## config.mk

```make
export PLATFORM = sky130hd
export DESIGN_NAME = multi_encoding_char_decoder
export DESIGN_NICKNAME = d
export VERILOG_FILES = /design/src/rtl/mecd_pkg.sv /design/src/rtl/multi_encoding_char_decoder.sv
export SDC_FILE = /design/constraint.sdc
export NUM_CORES = 1
export LEC_CHECK = 0
export ABC_AREA = 1
export BUFFER_PORTS_ARGS = -buffer_cell sky130_fd_sc_hd__buf_2
export CAP_MARGIN = 40
export CORE_ASPECT_RATIO = 0.5
export CORE_MARGIN = 3
export CORE_UTILIZATION = 60
export DETAILED_ROUTE_END_ITERATION = 10
export PLACE_DENSITY = 0.86
export SETUP_SLACK_MARGIN = 0.5
export SLEW_MARGIN = 20
export SYNTH_ARGS = -nofsm -noshare
export SYNTH_HDL_FRONTEND = slang
export SYNTH_SLANG_ARGS = --single-unit
```

## constraint.sdc

```tcl
create_clock -name clk -period 5.72 [get_ports clk]
set_input_delay 1.144 -clock clk [delete_from_list [all_inputs] [get_ports clk]]
set_output_delay 1.144 -clock clk [all_outputs]
set_load 0.01 [all_outputs]
```

## src/rtl/mecd_pkg.sv

```systemverilog
// ----------------------------------------------------------------------------
// mecd_pkg
// Shared types and encoding codes for the multi-encoding character decoder.
// ----------------------------------------------------------------------------
package mecd_pkg;

    localparam int ModeWidth = 3;
    localparam int CodeWidth = 31;

    // encoding select codes, codes 6 and 7 fall back to raw byte
    localparam logic [ModeWidth-1:0] MODE_BYTE     = 3'd0;
    localparam logic [ModeWidth-1:0] MODE_U16_BE   = 3'd1;
    localparam logic [ModeWidth-1:0] MODE_U16_LE   = 3'd2;
    localparam logic [ModeWidth-1:0] MODE_UTF8     = 3'd3;
    localparam logic [ModeWidth-1:0] MODE_UTF16_BE = 3'd4;
    localparam logic [ModeWidth-1:0] MODE_UTF16_LE = 3'd5;

    localparam logic [CodeWidth-1:0] CODE_REPLACEMENT = 31'h0000_FFFD;
    localparam logic [20:0]          SUPPLEMENTARY_BASE = 21'h1_0000;
    localparam logic [5:0]           HIGH_SURROGATE_TAG = 6'b110110;
    localparam logic [5:0]           LOW_SURROGATE_TAG  = 6'b110111;

    typedef struct packed {
        logic [CodeWidth-1:0] code_point;
        logic                 at_end;
    } result_t;

endpackage

```

## src/rtl/multi_encoding_char_decoder.sv

```systemverilog
// ----------------------------------------------------------------------------
// multi_encoding_char_decoder
// Byte stream to character code decoder for raw byte, 16-bit, UTF-8, UTF-16.
// ----------------------------------------------------------------------------
// Usage:
//   Input channel in_valid / in_stall carries one byte (in_byte) or an
//   end-of-stream marker (end_of_stream) per item. Output channel
//   out_valid / out_stall carries code_point and at_end. An item moves on
//   an edge where valid is high and stall is low.
//   The mode register is written through cfg_valid / cfg_ready with the
//   new mode on encoding_mode; cfg_ready is always high and every write
//   clears any partial sequence. Write it only while the decoder is idle.
//   Each accepted byte updates the sequence state in the same cycle; a
//   completed character is registered in the output register, or in the
//   skid register while that register is full and stalled. One item per
//   cycle is accepted for as long as the output drains.
//   When the receiver stalls, one more result is caught in a skid register
//   and in_stall rises only once that skid register is full.
//   Reset selects raw byte mode, clears all sequence state and empties
//   the output and skid registers.
// ----------------------------------------------------------------------------
module multi_encoding_char_decoder (
    input  logic                           clk,
    input  logic                           rst_n,
    input  logic                           cfg_valid,
    output logic                           cfg_ready,
    input  logic [mecd_pkg::ModeWidth-1:0] encoding_mode,
    input  logic                           in_valid,
    output logic                           in_stall,
    input  logic [7:0]                     in_byte,
    input  logic                           end_of_stream,
    output logic                           out_valid,
    input  logic                           out_stall,
    output logic [mecd_pkg::CodeWidth-1:0] code_point,
    output logic                           at_end
);
    import mecd_pkg::*;

    logic [ModeWidth-1:0] mode_reg;
    logic [2:0]           pending_reg, pending_next;
    logic [CodeWidth-1:0] acc_reg, acc_next;
    logic [7:0]           first_byte_reg, first_byte_next;
    logic                 half_seen_reg, half_seen_next;
    logic                 high_held_reg, high_held_next;
    logic [9:0]           high_bits_reg, high_bits_next;

    result_t out_reg, skid_reg;
    logic    out_valid_reg, skid_valid_reg;

    logic    in_fire, out_fire;
    logic    has_result;
    result_t result;

    logic [15:0]          unit;
    logic [4:0]           cont_shift;
    logic [CodeWidth-1:0] cont_acc;
    logic [20:0]          pair_code;

    assign cfg_ready = 1'b1;
    assign in_stall  = skid_valid_reg;
    assign in_fire   = in_valid && !in_stall;
    assign out_fire  = out_valid_reg && !out_stall;

    assign out_valid  = out_valid_reg;
    assign code_point = out_reg.code_point;
    assign at_end     = out_reg.at_end;

    always_comb
    begin
        if (mode_reg == MODE_U16_BE || mode_reg == MODE_UTF16_BE)
        begin
            unit = {first_byte_reg, in_byte};
        end
        else
        begin
            unit = {in_byte, first_byte_reg};
        end
        case (pending_reg)
            3'd2:    cont_shift = 5'd6;
            3'd3:    cont_shift = 5'd12;
            3'd4:    cont_shift = 5'd18;
            3'd5:    cont_shift = 5'd24;
            default: cont_shift = 5'd0;
        endcase
        cont_acc  = acc_reg | (CodeWidth'(in_byte[5:0]) << cont_shift);
        pair_code = 21'({high_bits_reg, unit[9:0]}) + SUPPLEMENTARY_BASE;
    end

    // per-item decode
    always_comb
    begin
        pending_next      = pending_reg;
        acc_next          = acc_reg;
        first_byte_next   = first_byte_reg;
        half_seen_next    = half_seen_reg;
        high_held_next    = high_held_reg;
        high_bits_next    = high_bits_reg;
        has_result        = 1'b0;
        result.code_point = '0;
        result.at_end     = 1'b0;

        if (end_of_stream)
        begin
            pending_next    = '0;
            acc_next        = '0;
            first_byte_next = '0;
            half_seen_next  = 1'b0;
            high_held_next  = 1'b0;
            high_bits_next  = '0;
            has_result      = 1'b1;
            result.at_end   = 1'b1;
        end
        else
        begin
            case (mode_reg)
                MODE_U16_BE, MODE_U16_LE, MODE_UTF16_BE, MODE_UTF16_LE:
                begin
                    if (!half_seen_reg)
                    begin
                        first_byte_next = in_byte;
                        half_seen_next  = 1'b1;
                    end
                    else
                    begin
                        half_seen_next  = 1'b0;
                        first_byte_next = '0;
                        has_result      = 1'b1;
                        result.code_point = CodeWidth'(unit);
                        if (mode_reg == MODE_UTF16_BE || mode_reg == MODE_UTF16_LE)
                        begin
                            if (high_held_reg)
                            begin
                                high_held_next = 1'b0;
                                high_bits_next = '0;
                                if (unit[15:10] == LOW_SURROGATE_TAG)
                                begin
                                    result.code_point = CodeWidth'(pair_code);
                                end
                                else
                                begin
                                    result.code_point = CODE_REPLACEMENT;
                                end
                            end
                            else if (unit[15:10] == HIGH_SURROGATE_TAG)
                            begin
                                high_held_next = 1'b1;
                                high_bits_next = unit[9:0];
                                has_result     = 1'b0;
                            end
                        end
                    end
                end
                MODE_UTF8:
                begin
                    if (pending_reg != 3'd0)
                    begin
                        acc_next     = cont_acc;
                        pending_next = pending_reg - 3'd1;
                        if (pending_reg == 3'd1)
                        begin
                            has_result        = 1'b1;
                            result.code_point = cont_acc;
                        end
                    end
                    else if (!in_byte[7])
                    begin
                        has_result        = 1'b1;
                        result.code_point = CodeWidth'(in_byte);
                    end
                    else if (in_byte < 8'hE0)
                    begin
                        acc_next     = CodeWidth'({in_byte[4:0], 6'b0});
                        pending_next = 3'd1;
                    end
                    else if (in_byte < 8'hF0)
                    begin
                        acc_next     = CodeWidth'({in_byte[3:0], 12'b0});
                        pending_next = 3'd2;
                    end
                    else if (in_byte < 8'hF8)
                    begin
                        acc_next     = CodeWidth'({in_byte[2:0], 18'b0});
                        pending_next = 3'd3;
                    end
                    else if (in_byte < 8'hFC)
                    begin
                        acc_next     = CodeWidth'({in_byte[1:0], 24'b0});
                        pending_next = 3'd4;
                    end
                    else
                    begin
                        acc_next     = CodeWidth'({in_byte[0], 30'b0});
                        pending_next = 3'd5;
                    end
                end
                default:
                begin
                    has_result        = 1'b1;
                    result.code_point = CodeWidth'(in_byte);
                end
            endcase
        end
    end

    // mode and sequence state
    always_ff @(posedge clk or negedge rst_n)
    begin
        if (!rst_n)
        begin
            mode_reg       <= MODE_BYTE;
            pending_reg    <= '0;
            acc_reg        <= '0;
            first_byte_reg <= '0;
            half_seen_reg  <= 1'b0;
            high_held_reg  <= 1'b0;
            high_bits_reg  <= '0;
        end
        else if (cfg_valid && cfg_ready)
        begin
            mode_reg       <= encoding_mode;
            pending_reg    <= '0;
            acc_reg        <= '0;
            first_byte_reg <= '0;
            half_seen_reg  <= 1'b0;
            high_held_reg  <= 1'b0;
            high_bits_reg  <= '0;
        end
        else if (in_fire)
        begin
            pending_reg    <= pending_next;
            acc_reg        <= acc_next;
            first_byte_reg <= first_byte_next;
            half_seen_reg  <= half_seen_next;
            high_held_reg  <= high_held_next;
            high_bits_reg  <= high_bits_next;
        end
    end

    // output register with one skid entry behind it
    always_ff @(posedge clk or negedge rst_n)
    begin
        if (!rst_n)
        begin
            out_valid_reg  <= 1'b0;
            skid_valid_reg <= 1'b0;
        end
        else if (skid_valid_reg)
        begin
            if (out_fire)
            begin
                skid_valid_reg <= 1'b0;
            end
        end
        else if (in_fire && has_result)
        begin
            if (out_valid_reg && !out_fire)
            begin
                skid_valid_reg <= 1'b1;
            end
            out_valid_reg <= 1'b1;
        end
        else if (out_fire)
        begin
            out_valid_reg <= 1'b0;
        end
    end

    always_ff @(posedge clk)
    begin
        if (skid_valid_reg)
        begin
            if (out_fire)
            begin
                out_reg <= skid_reg;
            end
        end
        else if (in_fire && has_result)
        begin
            if (out_valid_reg && !out_fire)
            begin
                skid_reg <= result;
            end
            else
            begin
                out_reg <= result;
            end
        end
    end

    // skid entry only holds a result while the output register is full
    a_skid_behind_out: assert property (@(posedge clk) disable iff (!rst_n)
        skid_valid_reg |-> out_valid_reg)
        else $error("skid entry valid with empty output register");

    // a stalled full buffer keeps both entries
    a_full_holds: assert property (@(posedge clk) disable iff (!rst_n)
        (skid_valid_reg && out_stall) |=> (skid_valid_reg && out_valid_reg))
        else $error("result dropped while output stalled");

    // a mode write leaves no partial sequence behind
    a_cfg_clears: assert property (@(posedge clk) disable iff (!rst_n)
        cfg_valid |=> (pending_reg == 3'd0 && !half_seen_reg && !high_held_reg))
        else $error("sequence state survived a mode write");

    a_pending_utf8: assert property (@(posedge clk) disable iff (!rst_n)
        (pending_reg != 3'd0) |-> (mode_reg == MODE_UTF8))
        else $error("utf-8 continuation pending outside utf-8 mode");

    a_surrogate_utf16: assert property (@(posedge clk) disable iff (!rst_n)
        high_held_reg |-> (mode_reg == MODE_UTF16_BE || mode_reg == MODE_UTF16_LE))
        else $error("high surrogate held outside utf-16 mode");

endmodule

```

==> results.json <==
{
  "status": "finished, final reports clean",
  "post_cts_buffers": 0,
  "grt-ovfl-total": 0,
  "critPathLaunchType": "flip-flop",
  "nNetsFinal": 888,
  "root_buffer": "clkbuf_16",
  "ir_drop_mv": 0.263,
  "synth_warnings": 0,
  "cp_slowest_cell": "nor2_2",
  "synth_area_um2": 6620,
  "synth_area_per_cell_um2": 8.09,
  "io_buffers": 50,
  "hold_depth": 2,
  "routedWlPerCell_um": 19.7,
  "crit_type": "reg2reg",
  "synth_fp_nets": 841,
  "grt_pass1_wl_um": 31100,
  "cp.required_ns": 6.08,
  "grt_setup_unrepaired": "false",
  "grt_max_degree": 60,
  "wl_met1_um": 8600,
  "synth-seq-cells": 123,
  "num_vias": 6202,
  "worst_pin_slew_ns": 0.863,
  "route.detailed.drc": 0,
  "clkSlewWorstSetupHoldPaths_ns": 0.06,
  "critical_path.max_stage_delay_ns": 0.57,
  "core_region_area_um2": 10500,
  "cpLargestDelayFamily": "simple AND/OR/NAND/NOR gates",
  "maxSlewHeadroom": 0.419,
  "ys_seq_area_frac": 0.513,
  "layout-drive-gt1-share": 0.142,
  "startpoint": "pending_reg[0]$_DFFE_PN0P_",
  "end_kind": "flip-flop",
  "drv_slew": 0,
  "path_depth": 15,
  "hold_viol": 0,
  "min_period_over_period": 0.550,
  "io_pins": 52,
  "wirelength_um": 20000,
  "cts_max_level": 4,
  "met2_length_um": 7690,
  "cts_hold_buf": 0,
  "clk-insertion-delay-late_ns": 0.42,
  "path_buf_inv": 6,
  "cap_violations": 0,
  "start_util": 0.632,
  "hp-class": "reg2reg",
  "dieArea_um2": 12400,
  "diodes": 0,
  "power_uw": 3100,
  "drtPass1Iterations": 6,
  "via_per_inst": 6.09,
  "synth_cell_type_count": 42,
  "synth.largest_area_cell": "edfxtp_1",
  "reg2regPathDepth": 15,
  "ys_async_sr_fraction": 0.480,
  "place_congestion": 0.994,
  "dp_cells": 985,
  "finalWorstSetupSlack_ns": 2.57,
  "reg2reg_from": "pending_reg[0]$_DFFE_PN0P_",
  "cp_max_fo": 28,
  "p_leak_uw": 0.00347,
  "antenna_found_initial": 0,
  "drt-initial-drc-count": 966,
  "synthTopCellsByArea": "edfxtp_1, dfrtp_1, nand2_1",
  "worst_ep_arrival_time_ns": 3.50,
  "tns_ns": 0,
  "netlist_instances": 818,
  "post_cts_resized": 0,
  "path_cells": "inv_1 -> ha_1 -> inv_1 -> nor2_2 -> buf_4 -> nand2_1 -> nand2_1 -> a21oi_4 -> buf_4 -> nand2_2 -> nor2_2 -> inv_1 -> a21oi_1 -> a21oi_1 -> inv_1",
  "cts_buffers": 17,
  "grt_pass1_vias": 5432,
  "cts.sinks": 123,
  "crit_top_cell": "inv_1",
  "p_per_area_nw_per_um2": 409,
  "syn_to_final_growth_pct": 14.7,
  "hp-start": "high_bits_reg[0]$_DFFE_PN0P_",
  "chipWidth_um": 155,
  "final-setup-viol-count": 0,
  "fmax_ghz": 0.318,
  "die_y_um": 80.3,
  "dpl.hpwl_um": 14200,
  "clock_path_buffers": 2,
  "synth_edf_count": 64,
  "final_antenna_net_count": 0,
  "wl_met3_um": 3470,
  "whs_ns": 0.478,
  "cts_tree": "done",
  "synth_top_area_share": 0.290,
  "finClkSkew_ns": 0.00580,
  "dr.max_layer_used": "met4",
  "min_period_ns": 3.15,
  "stdcell_count": 1018,
  "fill_cells": 780,
  "pre_cts_ws_ns": 2.29,
  "rows": 26,
  "synth_ff_type": "edfxtp_1",
  "grt_usage": 0.335,
  "largest_reg_flops": 32
}
## layer usage
layer / GRT usage / vias up
met5: 0 / -
met4: 0.0749 / 0
met3: 0.169 / 37
met2: 0.421 / 503
met1: 0.505 / 2841
li1: - / 2821
## synthesized netlist by cell type, types with 3 or more instances
cell / instances
o31ai_1: 6
o21bai_1: 4
buf_1: 3
buf_2: 3
ha_1: 6
edfxtp_1: 64
nand3_1: 35
o211ai_1: 6
o32ai_1: 3
a21boi_1: 3
o21ai_1: 7
nand3_2: 3
nor2_2: 4
inv_2: 4
nor3_1: 6
o21ai_0: 94
nand2_1: 235
clkbuf_1: 20
nor2_1: 58
a21oi_1: 44
inv_1: 89
buf_4: 4
nand4_1: 13
dfrtp_1: 59
nand2_2: 12
o22ai_1: 14
## cells in the final DEF, fill, tap and decap left out, types with 3 or more instances in the layout
cell type	n
o31ai_1	6
o32ai_1	3
o21ai_1	7
o22ai_1	14
nand2_2	12
nand2_1	235
buf_4	6
clkinvlp_4	4
clkbuf_16	17
nor2_2	5
a21oi_1	43
nand3_1	35
clkinv_4	3
o21bai_1	4
nand3_2	3
nand4_1	13
inv_6	5
buf_2	51
a21boi_1	3
inv_1	89
edfxtp_1	64
nor3_1	6
o21ai_0	94
inv_2	4
o211ai_1	6
nor2_1	57
ha_1	6
dfrtp_1	59
## logic make-up after synthesis
kind of cell,share of synthesized area
XOR/XNOR,0.00132
AND/OR/NAND/NOR,0.239
other,0.000567
adder cells (fa/ha/maj),0.0113
buffers and inverters,0.0766
AO/OA/AOI/OAI,0.158
flip-flops,0.513
## final cells by class
| class | instances | area, µm² | area share |
|---|---|---|---|
| Timing Repair Buffer | 60 | 375 | 0.0494 |
| Tap cell | 140 | 175 | 0.0231 |
| Clock buffer | 17 | 425 | 0.0560 |
| Inverter | 94 | 353 | 0.0465 |
| Sequential cell | 123 | 3400 | 0.448 |
| Clock inverter | 15 | 139 | 0.0183 |
| Multi-Input combinational cell | 569 | 2730 | 0.359 |
## tightest hold or removal path: stages (launching register included)
cell     delay [ns]
dfrtp_1        0.34
nand2_1        0.05
o21ai_0        0.06
## final timing paths
path	endpoint	slack [ns]
setup / recovery	acc_reg[28]$_DFFE_PN0P_	2.57
hold / removal	high_bits_reg[0]$_DFFE_PN0P_	0.48
setup reg to reg	acc_reg[28]$_DFFE_PN0P_	2.57
hold reg to reg	high_bits_reg[0]$_DFFE_PN0P_	0.48
max in group asynchronous	first_byte_reg[0]$_DFFE_PN0P_	4.46
min in group asynchronous	acc_reg[22]$_DFFE_PN0P_	0.72
## stage by stage
stage                      util  cell area, µm²
after floorplan               -            6620
after global placement    0.663            6950
after detailed placement  0.669            7010
after CTS                 0.723            7570
after global routing      0.725            7590
final                     0.725            7590
## where the power goes
group | switching (µW) | total [µW] | leakage [µW] | internal, µW
sequential | 44.1 | 1170 | 0.00142 | 1120
clock | 428 | 1030 | 0.000265 | 603
combinational | 649 | 909 | 0.00179 | 260
total | 1120 | 3100 | 0.00347 | 1980
No activity file was read; power rests on OpenSTA's default activity.
